## src/sv/cpg_pkg.sv

```systemverilog
// ----------------------------------------------------------------------------
// cpg_pkg
// Shared types and constants of the correlated point generator: payload
// structs, datapath operations, controller/datapath command and status.
// ----------------------------------------------------------------------------
`default_nettype none

package cpg_pkg;

    // generator constants (64-bit LCG, MMIX multiplier and increment)
    localparam logic [63:0] LCG_MUL    = 64'd6364136223846793005;
    localparam logic [63:0] LCG_ADD    = 64'd1442695040888963407;
    localparam int          LCG_SHIFT  = 16;
    localparam logic [63:0] SEED_RESET = 64'd42;

    // point length limit; dims and index widths below are sized for it
    localparam int MAX_DIMS = 16;

    // field widths
    localparam int COORD_W = 16;
    localparam int DIMS_W  = 5;
    localparam int IDX_W   = 4;
    localparam int CFG_W   = 64;
    localparam int CFG_IDX_W = 2;

    // register reset values
    localparam logic [DIMS_W-1:0]  DIMS_RESET = 5'd10;
    localparam logic [COORD_W-1:0] MAXV_RESET = 16'd1000;

    // restoring divider over the shifted generator word
    localparam int DIV_BITS = 64 - LCG_SHIFT;
    localparam int STEP_W   = $clog2(DIV_BITS);

    // configuration register indexes
    localparam logic [CFG_IDX_W-1:0] CFG_POINT_DIMS = 2'd0;
    localparam logic [CFG_IDX_W-1:0] CFG_MAX_VALUE  = 2'd1;
    localparam logic [CFG_IDX_W-1:0] CFG_SEED       = 2'd2;

    typedef struct packed {
        logic request;
    } t_req;

    typedef struct packed {
        logic [COORD_W-1:0] coordinate;
        logic [IDX_W-1:0]   dimension_index;
        logic               last_of_point;
    } t_res;

    typedef enum logic [3:0] {
        OP_NONE,
        OP_MUL0,
        OP_MUL1,
        OP_MUL2,
        OP_ADD,
        OP_DIV_INIT,
        OP_DIV_STEP,
        OP_FIX,
        OP_EMIT
    } t_op;

    typedef struct packed {
        t_op              op;
        logic             first;
        logic             last;
        logic [IDX_W-1:0] dim_idx;
    } t_cmd;

    typedef struct packed {
        logic              out_busy;
        logic [DIMS_W-1:0] dims;
    } t_status;

endpackage

`default_nettype wire

```

## src/sv/cpg_stream_if.sv

```systemverilog
// ----------------------------------------------------------------------------
// cpg_stream_if
// Valid/ready channel carrying one payload of type T per transfer.
// ----------------------------------------------------------------------------
`default_nettype none

interface cpg_stream_if #(
    parameter type T = logic
) ();
    logic valid;
    logic ready;
    T     data;

    modport source (output valid, output data, input ready);
    modport sink   (input valid, input data, output ready);
endinterface

`default_nettype wire

```

## src/sv/cpg_ctrl.sv

```systemverilog
// ----------------------------------------------------------------------------
// cpg_ctrl
// Sequencer: per coordinate runs three partial products, the increment, a
// bit-serial remainder and the wrap, then hands the result to the output.
// ----------------------------------------------------------------------------
`default_nettype none

module cpg_ctrl (
    input  wire logic            i_clk,
    input  wire logic            i_rst_n,
    input  wire logic            i_req_valid,
    input  wire logic            i_req_bit,
    output logic                 o_req_ready,
    input  wire cpg_pkg::t_status i_status,
    output cpg_pkg::t_cmd        o_cmd
);

    typedef enum logic [3:0] {
        S_IDLE,
        S_MUL0,
        S_MUL1,
        S_MUL2,
        S_ADD,
        S_DINIT,
        S_DIV,
        S_FIX,
        S_EMIT
    } t_state;

    t_state                        r_state, n_state;
    logic [cpg_pkg::DIMS_W-1:0]    r_dim, n_dim;
    logic [cpg_pkg::DIMS_W-1:0]    r_last_dim, n_last_dim;
    logic [cpg_pkg::STEP_W-1:0]    r_step, n_step;
    logic                          last;
    cpg_pkg::t_op                  op;

    assign last = (r_dim == r_last_dim);

    always_comb begin
        n_state    = r_state;
        n_dim      = r_dim;
        n_last_dim = r_last_dim;
        n_step     = r_step;
        op         = cpg_pkg::OP_NONE;
        unique case (r_state)
            S_IDLE: begin
                if (i_req_valid && i_req_bit) begin
                    n_dim      = '0;
                    n_last_dim = i_status.dims - 1'b1;
                    n_state    = S_MUL0;
                end
            end
            S_MUL0: begin
                op      = cpg_pkg::OP_MUL0;
                n_state = S_MUL1;
            end
            S_MUL1: begin
                op      = cpg_pkg::OP_MUL1;
                n_state = S_MUL2;
            end
            S_MUL2: begin
                op      = cpg_pkg::OP_MUL2;
                n_state = S_ADD;
            end
            S_ADD: begin
                op      = cpg_pkg::OP_ADD;
                n_state = S_DINIT;
            end
            S_DINIT: begin
                op      = cpg_pkg::OP_DIV_INIT;
                n_step  = '0;
                n_state = S_DIV;
            end
            S_DIV: begin
                op     = cpg_pkg::OP_DIV_STEP;
                n_step = r_step + 1'b1;
                if (r_step == cpg_pkg::STEP_W'(cpg_pkg::DIV_BITS - 1)) begin
                    n_state = S_FIX;
                end
            end
            S_FIX: begin
                op      = cpg_pkg::OP_FIX;
                n_state = S_EMIT;
            end
            S_EMIT: begin
                // hold until the output register is free
                if (!i_status.out_busy) begin
                    op = cpg_pkg::OP_EMIT;
                    if (last) begin
                        n_state = S_IDLE;
                    end else begin
                        n_dim   = r_dim + 1'b1;
                        n_state = S_MUL0;
                    end
                end
            end
            default: n_state = S_IDLE;
        endcase
    end

    always_ff @(posedge i_clk) begin
        if (!i_rst_n) begin
            r_state    <= S_IDLE;
            r_dim      <= '0;
            r_last_dim <= '0;
            r_step     <= '0;
        end else begin
            r_state    <= n_state;
            r_dim      <= n_dim;
            r_last_dim <= n_last_dim;
            r_step     <= n_step;
        end
    end

    assign o_req_ready   = (r_state == S_IDLE);
    assign o_cmd.op      = op;
    assign o_cmd.first   = (r_dim == '0);
    assign o_cmd.last    = last;
    assign o_cmd.dim_idx = r_dim[cpg_pkg::IDX_W-1:0];

endmodule

`default_nettype wire

```

## src/sv/cpg_dp.sv

```systemverilog
// ----------------------------------------------------------------------------
// cpg_dp
// Datapath: configuration registers, generator state, shared 32x32
// multiplier, restoring remainder unit, wrap adder and output register.
// ----------------------------------------------------------------------------
`default_nettype none

module cpg_dp (
    input  wire logic                          i_clk,
    input  wire logic                          i_rst_n,
    input  wire logic                          i_cfg_we,
    input  wire logic [cpg_pkg::CFG_IDX_W-1:0] i_cfg_idx,
    input  wire logic [cpg_pkg::CFG_W-1:0]     i_cfg_data,
    input  wire cpg_pkg::t_cmd                 i_cmd,
    output cpg_pkg::t_status                   o_status,
    output logic                               o_res_valid,
    input  wire logic                          i_res_ready,
    output cpg_pkg::t_res                      o_res_data
);

    logic [cpg_pkg::DIMS_W-1:0]   r_point_dims;
    logic [cpg_pkg::COORD_W-1:0]  r_max_value;
    logic [63:0]                  r_gen;
    logic [63:0]                  r_acc;
    logic [63:0]                  r_pp;
    logic [cpg_pkg::DIV_BITS-1:0] r_div;
    logic [cpg_pkg::COORD_W-1:0]  r_rem;
    logic [cpg_pkg::COORD_W-1:0]  r_mod;
    logic [cpg_pkg::COORD_W-1:0]  r_coord;
    logic                         r_out_valid;
    cpg_pkg::t_res                r_out;

    logic [cpg_pkg::DIMS_W-1:0]   dims_eff;
    logic [cpg_pkg::COORD_W-1:0]  m_eff;
    logic [cpg_pkg::COORD_W-1:0]  half;
    logic [31:0]                  mul_a, mul_b;
    logic [63:0]                  prod;
    logic [cpg_pkg::COORD_W:0]    trial;
    logic [cpg_pkg::COORD_W:0]    sum;

    always_comb begin
        if (r_point_dims == '0) begin
            dims_eff = cpg_pkg::DIMS_W'(1);
        end else if (32'(r_point_dims) > cpg_pkg::MAX_DIMS) begin
            dims_eff = cpg_pkg::DIMS_W'(cpg_pkg::MAX_DIMS);
        end else begin
            dims_eff = r_point_dims;
        end
    end

    assign m_eff = (r_max_value == '0) ? cpg_pkg::COORD_W'(1) : r_max_value;
    assign half  = (m_eff >> 1) + 1'b1;

    // low 64 bits of gen * MUL from three 32x32 partial products
    assign mul_a = (i_cmd.op == cpg_pkg::OP_MUL1) ? r_gen[63:32] : r_gen[31:0];
    assign mul_b = (i_cmd.op == cpg_pkg::OP_MUL2) ? cpg_pkg::LCG_MUL[63:32]
                                                  : cpg_pkg::LCG_MUL[31:0];
    assign prod  = mul_a * mul_b;

    assign trial = {r_rem, r_div[cpg_pkg::DIV_BITS-1]};
    assign sum   = (i_cmd.first ? '0 : {1'b0, r_coord}) + {1'b0, r_rem};

    always_ff @(posedge i_clk) begin
        if (!i_rst_n) begin
            r_point_dims <= cpg_pkg::DIMS_RESET;
            r_max_value  <= cpg_pkg::MAXV_RESET;
            r_gen        <= cpg_pkg::SEED_RESET;
            r_out_valid  <= 1'b0;
        end else begin
            if (i_cfg_we) begin
                unique case (i_cfg_idx)
                    cpg_pkg::CFG_POINT_DIMS: r_point_dims <= i_cfg_data[cpg_pkg::DIMS_W-1:0];
                    cpg_pkg::CFG_MAX_VALUE:  r_max_value  <= i_cfg_data[cpg_pkg::COORD_W-1:0];
                    cpg_pkg::CFG_SEED:       r_gen        <= i_cfg_data;
                    default: ;
                endcase
            end
            if (i_cmd.op == cpg_pkg::OP_ADD) begin
                r_gen <= r_acc + {r_pp[31:0], 32'd0} + cpg_pkg::LCG_ADD;
            end
            if (i_cmd.op == cpg_pkg::OP_EMIT) begin
                r_out_valid <= 1'b1;
            end else if (i_res_ready) begin
                r_out_valid <= 1'b0;
            end
        end
    end

    always_ff @(posedge i_clk) begin
        case (i_cmd.op)
            cpg_pkg::OP_MUL0: begin
                r_pp <= prod;
            end
            cpg_pkg::OP_MUL1: begin
                r_acc <= r_pp;
                r_pp  <= prod;
            end
            cpg_pkg::OP_MUL2: begin
                r_acc <= r_acc + {r_pp[31:0], 32'd0};
                r_pp  <= prod;
            end
            cpg_pkg::OP_DIV_INIT: begin
                r_div <= r_gen[63:cpg_pkg::LCG_SHIFT];
                r_rem <= '0;
                r_mod <= i_cmd.first ? m_eff : half;
            end
            cpg_pkg::OP_DIV_STEP: begin
                r_div <= r_div << 1;
                if (trial >= {1'b0, r_mod}) begin
                    r_rem <= cpg_pkg::COORD_W'(trial - {1'b0, r_mod});
                end else begin
                    r_rem <= trial[cpg_pkg::COORD_W-1:0];
                end
            end
            cpg_pkg::OP_FIX: begin
                // sum stays below 1.5 * modulus: one subtract wraps it
                if (sum >= {1'b0, m_eff}) begin
                    r_coord <= cpg_pkg::COORD_W'(sum - {1'b0, m_eff});
                end else begin
                    r_coord <= sum[cpg_pkg::COORD_W-1:0];
                end
            end
            cpg_pkg::OP_EMIT: begin
                r_out.coordinate      <= r_coord;
                r_out.dimension_index <= i_cmd.dim_idx;
                r_out.last_of_point   <= i_cmd.last;
            end
            default: ;
        endcase
    end

    assign o_status.out_busy = r_out_valid;
    assign o_status.dims     = dims_eff;
    assign o_res_valid       = r_out_valid;
    assign o_res_data        = r_out;

endmodule

`default_nettype wire

```

## src/sv/correlated_point_generator_top.sv

```systemverilog
// ----------------------------------------------------------------------------
// correlated_point_generator_top
// Point generator: each request with the bit set yields one point of correlated
// coordinates from a 64-bit LCG, one result per coordinate, last one marked.
// ----------------------------------------------------------------------------
//  channel   dir  handshake        payload
//  i_req     in   valid/ready      request
//  o_res     out  valid/ready      coordinate, dimension_index, last_of_point
//  i_cfg_*   in   write enable     register index, 64-bit write data
//
//  Per coordinate the sequencer runs three partial products on the shared
//  32x32 multiplier, the increment, and a 48-step restoring remainder unit
//  that sets the pace, plus setup, wrap and handoff. A request with the bit
//  low is taken and dropped without producing a result.
//  Synchronous active-low reset loads the register defaults and seed 42.
//  A stalled output holds the sequencer before the next handoff only; the
//  next request is taken while the last result of a point still waits.
// ----------------------------------------------------------------------------
`default_nettype none

module correlated_point_generator_top (
    input  wire logic                          i_clk,
    input  wire logic                          i_rst_n,
    cpg_stream_if.sink                         i_req,
    cpg_stream_if.source                       o_res,
    input  wire logic                          i_cfg_we,
    input  wire logic [cpg_pkg::CFG_IDX_W-1:0] i_cfg_idx,
    input  wire logic [cpg_pkg::CFG_W-1:0]     i_cfg_data
);

    cpg_pkg::t_cmd    cmd;
    cpg_pkg::t_status status;
    cpg_pkg::t_req    req_data;
    cpg_pkg::t_res    res_data;
    logic             req_ready;
    logic             res_valid;

    assign req_data    = i_req.data;
    assign i_req.ready = req_ready;
    assign o_res.valid = res_valid;
    assign o_res.data  = res_data;

    cpg_ctrl u_ctrl (
        .i_clk       (i_clk),
        .i_rst_n     (i_rst_n),
        .i_req_valid (i_req.valid),
        .i_req_bit   (req_data.request),
        .o_req_ready (req_ready),
        .i_status    (status),
        .o_cmd       (cmd)
    );

    cpg_dp u_dp (
        .i_clk       (i_clk),
        .i_rst_n     (i_rst_n),
        .i_cfg_we    (i_cfg_we),
        .i_cfg_idx   (i_cfg_idx),
        .i_cfg_data  (i_cfg_data),
        .i_cmd       (cmd),
        .o_status    (status),
        .o_res_valid (res_valid),
        .i_res_ready (o_res.ready),
        .o_res_data  (res_data)
    );

    // no datapath activity while a new request can be taken
    a_idle_quiet: assert property (@(posedge i_clk) disable iff (!i_rst_n)
        req_ready |-> (cmd.op == cpg_pkg::OP_NONE))
        else $error("datapath active while idle");

    // a new result appears only through a handoff
    a_emit_source: assert property (@(posedge i_clk) disable iff (!i_rst_n)
        (!res_valid ##1 res_valid) |-> ($past(cmd.op) == cpg_pkg::OP_EMIT))
        else $error("result appeared without handoff");

    // handing off the last coordinate ends the point
    a_last_ends: assert property (@(posedge i_clk) disable iff (!i_rst_n)
        (cmd.op == cpg_pkg::OP_EMIT && cmd.last) |=> req_ready)
        else $error("sequencer did not return to idle after last coordinate");

    // a handoff never overwrites a pending result
    a_no_overwrite: assert property (@(posedge i_clk) disable iff (!i_rst_n)
        (cmd.op == cpg_pkg::OP_EMIT) |-> !res_valid)
        else $error("handoff into a full output register");

endmodule

`default_nettype wire
```

## src/flat_wrapper.sv

```systemverilog
// flat-port wrapper written by rule: the top's interface ports become plain ports
module correlated_point_generator_top_flat 
  (i_clk, i_rst_n, i_cfg_we, i_cfg_idx, i_cfg_data, i_req_valid, i_req_data, i_req_ready, o_res_valid, o_res_data, o_res_ready);
  cpg_stream_if i_req_i ();
  cpg_stream_if o_res_i ();
  input  wire logic i_clk;
  input  wire logic i_rst_n;
  input  wire logic i_cfg_we;
  input  wire logic [cpg_pkg::CFG_IDX_W-1:0] i_cfg_idx;
  input  wire logic [cpg_pkg::CFG_W-1:0] i_cfg_data;
  input wire logic [$bits(i_req_i.valid)-1:0] i_req_valid;
  input wire logic [$bits(i_req_i.data)-1:0] i_req_data;
  output wire logic [$bits(i_req_i.ready)-1:0] i_req_ready;
  output wire logic [$bits(o_res_i.valid)-1:0] o_res_valid;
  output wire logic [$bits(o_res_i.data)-1:0] o_res_data;
  input wire logic [$bits(o_res_i.ready)-1:0] o_res_ready;
  assign i_req_i.valid = i_req_valid;
  assign i_req_i.data = i_req_data;
  assign i_req_ready = i_req_i.ready;
  assign o_res_valid = o_res_i.valid;
  assign o_res_data = o_res_i.data;
  assign o_res_i.ready = o_res_ready;
  correlated_point_generator_top u_core (.i_clk(i_clk), .i_rst_n(i_rst_n), .i_req(i_req_i), .o_res(o_res_i), .i_cfg_we(i_cfg_we), .i_cfg_idx(i_cfg_idx), .i_cfg_data(i_cfg_data));
endmodule
```

## config.mk

```make
export PLATFORM = sky130hd
export DESIGN_NAME = correlated_point_generator_top_flat
export DESIGN_NICKNAME = d
export VERILOG_FILES = /design/src/sv/cpg_pkg.sv /design/src/sv/cpg_stream_if.sv /design/src/sv/cpg_ctrl.sv /design/src/sv/cpg_dp.sv /design/src/sv/correlated_point_generator_top.sv /design/src/flat_wrapper.sv
export SDC_FILE = /design/constraint.sdc
export NUM_CORES = 1
export LEC_CHECK = 0
export BUFFER_PORTS_ARGS = -buffer_cell sky130_fd_sc_hd__buf_2
export CAP_MARGIN = 20
export CELL_PAD_IN_SITES_DETAIL_PLACEMENT = 1
export CELL_PAD_IN_SITES_GLOBAL_PLACEMENT = 1
export CORE_MARGIN = 2
export CORE_UTILIZATION = 27
export DETAILED_ROUTE_END_ITERATION = 12
export HOLD_SLACK_MARGIN = 0.15
export PLACE_DENSITY_LB_ADDON = 0.1
export SYNTH_ARGS = -nofsm -noshare
export SYNTH_HDL_FRONTEND = slang
export SYNTH_SLANG_ARGS = --single-unit
```

## constraint.sdc

```tcl
create_clock -name i_clk -period 1.9 [get_ports i_clk]
set_clock_uncertainty 0.2 [all_clocks]
set_input_delay 0.285 -clock i_clk [delete_from_list [all_inputs] [get_ports i_clk]]
set_output_delay 0.285 -clock i_clk [all_outputs]
set_load 0.05 [all_outputs]
```

==> summary.txt, run 1 <==
Global route
  – Vias in the first global route: 1,208
  – First-pass GRT wire length: roughly 5200 um
  – Pin count of the biggest net entering global routing: 17
  – Tot GR Track Use: 12.2%
  – Gr ovfl total: 0
  – Initial antenna violation count: 0

Detailed routing
  – Remaining routing DRC violations: 0
  – Final antenna-violating net count: 0
  – Vias per std cell: 4.86
  – Wire length per cell: 12.8 um
  – WL final: just under 3000 um
  – Pre-antenna DRT Iters: 4
  – Via count: 1,127
  – Detailed Route Iter0 Violations: 31

Clock tree
  – Skew-Pair Late Insertion Delay: 280 ps
  – Clk sinks: 27
  – Reg clk slew, reported paths: about 100 ps
  – Max Root-Sink Buffers: 2
  – CTS tree: done
  – CTS root buf: clkbuf_8
  – Num CTS Buffers: 3
  – Htree depth: 1

Synth
  – Register area share after synthesis: 42.4%
  – Top-area cell type share of the netlist area: 40.1%
  – Ys async rst share: 0%
  – Netlist cell types: 34
  – Main synth FF type: dfxtp_1
  – Register bit total from synthesis: 27
  – Mapped Nets: 221
  – Synthesized area: roughly 1300 um2
  – Synth top area cells: dfxtp_1, o21ai_0, nor2b_1, o211a_1, nand3_1
  – Syn. warnings: 0
  – EDFF count, synth: 1
  – Synth Instances: 146
  – Mean Syn Cell Area: 8.89 um2
  – Cell taking the most area after synthesis: dfxtp_1

Power
  – Leak: 0.678 nW
  – Power per Cell Area: 822 nW/um2
  – Peak VDD IR: around 300 uV

Timing
  – Rel. slew slack: 65.2%
  – Max-slew violation count: 0
  – Worst setup margin: roughly 40 ps
  – Fmax: 538 MHz
  – Final TNS setup: 0 ps
  – Part of the cycle the worst path needs: 97.9%
  – Post-layout min period: 1860 ps
  – Unrepaired setup endpoints after global routing: true
  – # setup viols final: 0
  – Worst Tran Pin Value: 519 ps
  – Hold Vio Cnt, Final: 0

Setup path
  – Worst R2R End: u_core.u_ctrl.r_dim[3]$_SDFFE_PN0P_
  – CP Capture Type: output port
  – CP Launch Type: register
  – CP arrival: 1380 ps
  – R2R Setup Slk: ~110 ps
  – Worst-path fanout max: 3
  – Reg-to-reg startpoint: u_core.u_ctrl.r_state[3]$_SDFFE_PN0P_
  – CP Data Required Time: ~1400 ps
  – Reg2Reg Depth: 6
  – Crit Path Class: reg2out

Die
  – Die height: 73.3 um
  – Placeable Area: around 4700 um2
  – Cell row count: 25
  – Die X: 73.3 um
  – Die ar.: roughly 5400 um2
  – Initial Util: 27.7%
  – I/O pins: 75

Finish
  – Layout cells sized above 1: between 20% and 30%
  – Utilization after layout: 35.3%
  – Non-filler cells, final: roughly 230
  – Fin nets: 254
  – Post-Layout Inst Area: 1660 um2
  – Layout area overhead: 27.8%
  – Inserted Diodes: 0

Flow run
  – Max-cap violation count: 0

Place
  – Cell total after placement: roughly 220
  – Post-place setup slack: 29.4 ps
  – Port bufs: 15
  – Final Wtd Congestion: 0.742
  – Hpwl dp: 2270 um
  – Placed Area: ~1500 um2

Outcome
  – Outcome: finished, final reports clean

Min path
  – Hold Crit Endpoint: u_core.u_dp.r_point_dims[1]$_SDFFE_PN1P_
  – Hold path depth: 4
  – Tightest Hold Check Type: in2reg
  – Hold_sp: i_cfg_idx[0]
## flip-flops by register name, summed over array words and instances, names as in the netlist
name / cells
u_core.u_ctrl.r_state: 4
u_core.u_ctrl.r_step: 6
u_core.u_dp.r_point_dims: 5
u_core.u_ctrl.r_last_dim: 5
u_core.u_dp.o_res_valid: 1
u_core.u_ctrl.r_dim: 5
u_core.u_dp.o_res_data: 1
## synthesized netlist by cell type, types with 3 or more instances
library cell	count
dfxtp_1	26
nor3_1	3
clkbuf_1	3
nand2_1	11
nor3b_1	4
nor2b_1	8
nand2b_1	3
ha_1	3
o21ai_0	11
nor2_1	11
mux2i_1	4
a21oi_1	6
xor2_1	4
xnor2_1	5
or3_1	5
nand3_1	9
a21boi_0	3
inv_1	3
o211a_1	5
## worst max-delay path: stages, from the launching register on
cell     delay, ps
dfxtp_2        340
or3_4          400
buf_6          130
nor2_4          80
buf_8          150
## how the worst max path moves through the flow
stage / startpoint / end / slack, ps
finish: u_core.u_ctrl.r_state[2]$_SDFFE_PN0P_ / i_req_ready / 40
global route: u_core.u_ctrl.r_state[2]$_SDFFE_PN0P_ / i_req_ready / -5
CTS: u_core.u_ctrl.r_state[0]$_SDFFE_PN0P_ / i_req_ready / 20
detailed placement: u_core.u_ctrl.r_state[2]$_SDFFE_PN0P_ / u_core.u_ctrl.r_dim[3]$_SDFFE_PN0P_ / 30
global placement: u_core.u_ctrl.r_state[2]$_SDFFE_PN0P_ / u_core.u_ctrl.r_dim[3]$_SDFFE_PN0P_ / 60
floorplan: u_core.u_ctrl.r_state[0]$_SDFFE_PN0P_ / u_core.u_ctrl.r_dim[3]$_SDFFE_PN0P_ / 130
## through the flow
step	power [W]	hold WS (ps)
2_1_floorplan	0.000854	213
3_3_place_gp	0.000943	284
3_5_place_dp	0.000951	303
4_1_cts	0.00135	171
5_1_grt	0.00145	197
6_report	0.00136	178
## cell usage in the layout, fill, tap and decap left out, drive strengths merged, types with 7 or more instances in the layout
| cell | instances |
|---|---|
| nand3 | 9 |
| nor2 | 12 |
| a21oi | 7 |
| buf | 25 |
| dfxtp | 26 |
| dlygate4sd3 | 7 |
| nor2b | 8 |
| o21ai | 12 |
| nand2 | 11 |
## metal layers
layer	wire length, um	GRT usage [%]
met2	1420	22.1
met1	1450	15.2
met4	8	2.42
met3	95	2.06
met5	0	0
## timing repair
| item | CTS | global route |
|---|---|---|
| resized for setup | 4 | 7 |
| hold endpoints to repair | 12 | 0 |
| hold buffers | 7 | 0 |
| pin swaps | 1 | 1 |
| setup buffers | 2 | 0 |
| endpoints found under the setup margin | 2 | 4 |
## kinds of logic after synthesis
group / count (synthesis) / share of synthesized area (%)
AOI/OAI and AO/OA: 35 / 18.0
xor gates and xnor gates: 9 / 6.07
adders and majority gates: 3 / 2.89
buffers and inverters: 7 / 2.12
DFF: 27 / 42.4
muxes: 4 / 3.09
and+or+nand+nor: 61 / 25.4
## report_power, final
| part | internal [W] | switching, W | leakage, nW |
|---|---|---|---|
| Combinational | 0.000186 | 0.000201 | 0.435 |
| Clock | 0.000149 | 0.000197 | 0.0217 |
| Sequential | 0.000607 | 0.0000233 | 0.221 |
## area by class of cell
cell class,count,area (um2)
multi-input cells,112,742
fillers,563,3030
clock buffers,3,41.3
repair buffers,32,234
flip-flops and latches,27,554
inverters,3,11.3
well taps,54,67.6
clock inverters,1,7.51
Power figures use the tool's default switching activity.
==> run 2: changes to the inputs <==
ABC_AREA = 1   (was not set)
==> summary.txt, run 2 <==
Finish
  – Inserted Diodes: 0
  – Most common cell after layout, fill and taps aside: nand2_1
  – Fin nets: about 290
  – Non-filler cells, final: 287
  – Utilization after layout: 33.1%
  – Max reg flops: 6
  – Filler instances: 647
  – Layout area overhead: 19.9%
  – Largest Register: u_core.u_ctrl.r_step
  – Most frequent cells in the layout: nand2_1, dfxtp_1, inv_1
  – Multi-input logic area: between 700 and 800 um2
  – Register Area: 551 um2
  – Layout cells sized above 1: 18.9%

Setup path
  – Worst-path fanout max: 5
  – Crit. Startpoint: u_core.u_ctrl.r_state[0]$_SDFFE_PN0P_
  – CP Data Required Time: 1410 ps
  – CP Launch Type: register
  – R2R Setup Slk: 150 ps
  – Reg2Reg Depth: 7
  – CP arrival: 1330 ps
  – Slowest-stage cell, CP: dfxtp_1
  – CP peak stage delay: 360 ps
  – Crit Path Class: reg2out
  – Reg-to-reg startpoint: u_core.u_dp.r_point_dims[0]$_SDFFE_PN0P_
  – Worst R2R End: u_core.u_ctrl.r_last_dim[4]$_SDFFE_PN0P_
  – Worst path cell trace: or2_4, nor2_4, clkbuf_4
  – CP Capture Type: output port
  – Setup crit end: i_req_ready

Timing
  – Worst Tran Pin Value: 508 ps
  – Unrepaired setup endpoints after global routing: false
  – Rel. slew slack: 66.1%
  – Final hold slack: 227 ps
  – # setup viols final: 0
  – Post-layout min period: 1810 ps
  – Fmax: 552 MHz
  – Final TNS setup: 0 ps
  – Max-slew violation count: 0
  – Hold Vio Cnt, Final: 0
  – Part of the cycle the worst path needs: 95.3%

Detailed routing
  – Vias per std cell: 4.51
  – Pre-antenna DRT Iters: 4
  – Remaining routing DRC violations: 0
  – Via count: 1,293
  – Final antenna-violating net count: 0
  – Detailed Route Iter0 Violations: 17
  – WL final: 3520 um
  – Wire length per cell: ~12 um

Synth
  – Synth Instances: roughly 190
  – Register area share after synthesis: 39.6%
  – Syn. warnings: 0
  – Mapped Nets: 268
  – Synth top area cells: dfxtp_1, nand2_1, inv_1, nand3_1, nor2_1
  – Top-area cell type share of the netlist area: 37.4%
  – Most used standard cell by instance count after synthesis: nand2_1
  – Cell taking the most area after synthesis: dfxtp_1
  – Commonest cells post-synth: nand2_1, dfxtp_1, inv_1, nor2_1, nand3_1
  – Ys async rst share: 0%
  – Main synth FF type: dfxtp_1
  – Netlist cell types: 31
  – EDFF count, synth: 1
  – Register bit total from synthesis: 27
  – Synthesized area: 1390 um2
  – Mean Syn Cell Area: 7.20 um2

Power
  – Power per Cell Area: 795 nW/um2
  – Leak: ~0.66 nW
  – Peak VDD IR: 274 uV

Die
  – Die X: ~76 um
  – Placeable Area: 5040 um2
  – Die ar.: 5740 um2
  – Die height: 75.8 um
  – Initial Util: between 20% and 30%
  – Cell row count: 26
  – I/O pins: 75

Clock tree
  – Max Root-Sink Buffers: 2
  – Num CTS Buffers: 3
  – Reg clk slew, reported paths: 100 ps
  – Htree depth: 1
  – Skew-Pair Late Insertion Delay: 270 ps
  – CTS root buf: clkbuf_8
  – Clk sinks: 27
  – CTS tree: done

Place
  – Hpwl dp: 2600 um
  – Port bufs: 15
  – Final Wtd Congestion: 0.828
  – Cell total after placement: 277

Global route
  – Gr ovfl total: 0
  – Vias in the first global route: approximately 1,300
  – Pin count of the biggest net entering global routing: 15
  – Initial antenna violation count: 0
  – Tot GR Track Use: a little over an eighth
  – First-pass GRT wire length: ~5800 um

Min path
  – Hold path depth: 3
  – Tightest Hold Check Type: in2reg
  – Hold_sp: i_req_valid

Outcome
  – Outcome: finished, final reports clean

Flow run
  – Max-cap violation count: 0
## run 2: cell count changes after synthesis, moves of 7 or more
cell and delta:
inv_1 +20, a21oi_1 +7, nand2_1 +30, inv_2 +7, nor2_1 +7, o21ai_1 +9
o21ai_0 -7, nor2b_1 -8
## run 2: repair_timing
item                       4_1_cts  5_1_grt
buffers inserted                 0        0
resized for setup                0        2
hold buffers                     6        0
hold endpoints to repair         6        0
setup endpoints to repair        0        3
## run 2: worst min-delay path by stage
stage / end / slack, ps
2_1_floorplan: u_core.u_dp.r_point_dims[1]$_SDFFE_PN1P_ / 220
3_3_place_gp: u_core.u_ctrl.r_last_dim[0]$_SDFFE_PN0P_ / 260
3_5_place_dp: u_core.u_ctrl.r_last_dim[0]$_SDFFE_PN0P_ / 260
4_1_cts: u_core.u_ctrl.r_last_dim[0]$_SDFFE_PN0P_ / 230
5_1_grt: u_core.u_dp.r_point_dims[3]$_SDFFE_PN1P_ / 240
6_report: u_core.u_ctrl.r_last_dim[0]$_SDFFE_PN0P_ / 230
## run 2: where the power goes
| group | internal, W | total [W] | switching [W] | leakage, nW |
|---|---|---|---|---|
| registers | 0.000609 | 0.000644 | 0.0000353 | 0.221 |
| clock network | 0.000150 | 0.000333 | 0.000183 | 0.0228 |
| logic | 0.000124 | 0.000347 | 0.000223 | 0.418 |
| total | 0.000883 | 0.00132 | 0.000441 | 0.662 |
## run 2: worst max-delay path, delay by kind of cell, from the launching register on
kind / cells / cell delay (ps)
buf+inv: 1 / 250
flops: 1 / 360
simple gates: 2 / 440
## run 2: per-layer routing
metal	global-route usage, %	wire length, um	vias up
li1	-	-	676
met1	16.8	1740	596
met2	23.2	1640	17
met3	2.51	89	4
met4	4.29	50	0
met5	0	0	-
## run 2: cells by family after synthesis
kind of cell | share of synthesized area [%]
AO/OA/AOI/OAI | 17.1
XOR/XNOR | 2.52
flip-flops | 39.6
AND/OR/NAND/NOR | 29.2
adder cells (fa/ha/maj) | 2.70
buffers and inverters | 8.91
## run 2: final cells by class
| cell class | instances | area share, % |
|---|---|---|
| clock buffer | 4 | 2.70 |
| sequential | 27 | 33.0 |
| multi-input combinational | 133 | 43.3 |
| inverter | 31 | 6.98 |
| timing repair buffer | 22 | 8.71 |
| tap | 70 | 5.26 |
## run 2: per-stage QoR
stage / setup WS, ps / total power (W) / instance area, um2
final: 89.4 / 0.00132 / 1670
after global routing: 22.2 / 0.00142 / 1670
after CTS: 38.3 / 0.00135 / 1660
after detailed placement: 99.0 / 0.000993 / 1550
after global placement: 203 / 0.000981 / 1550
after floorplan: 180 / 0.000902 / 1390
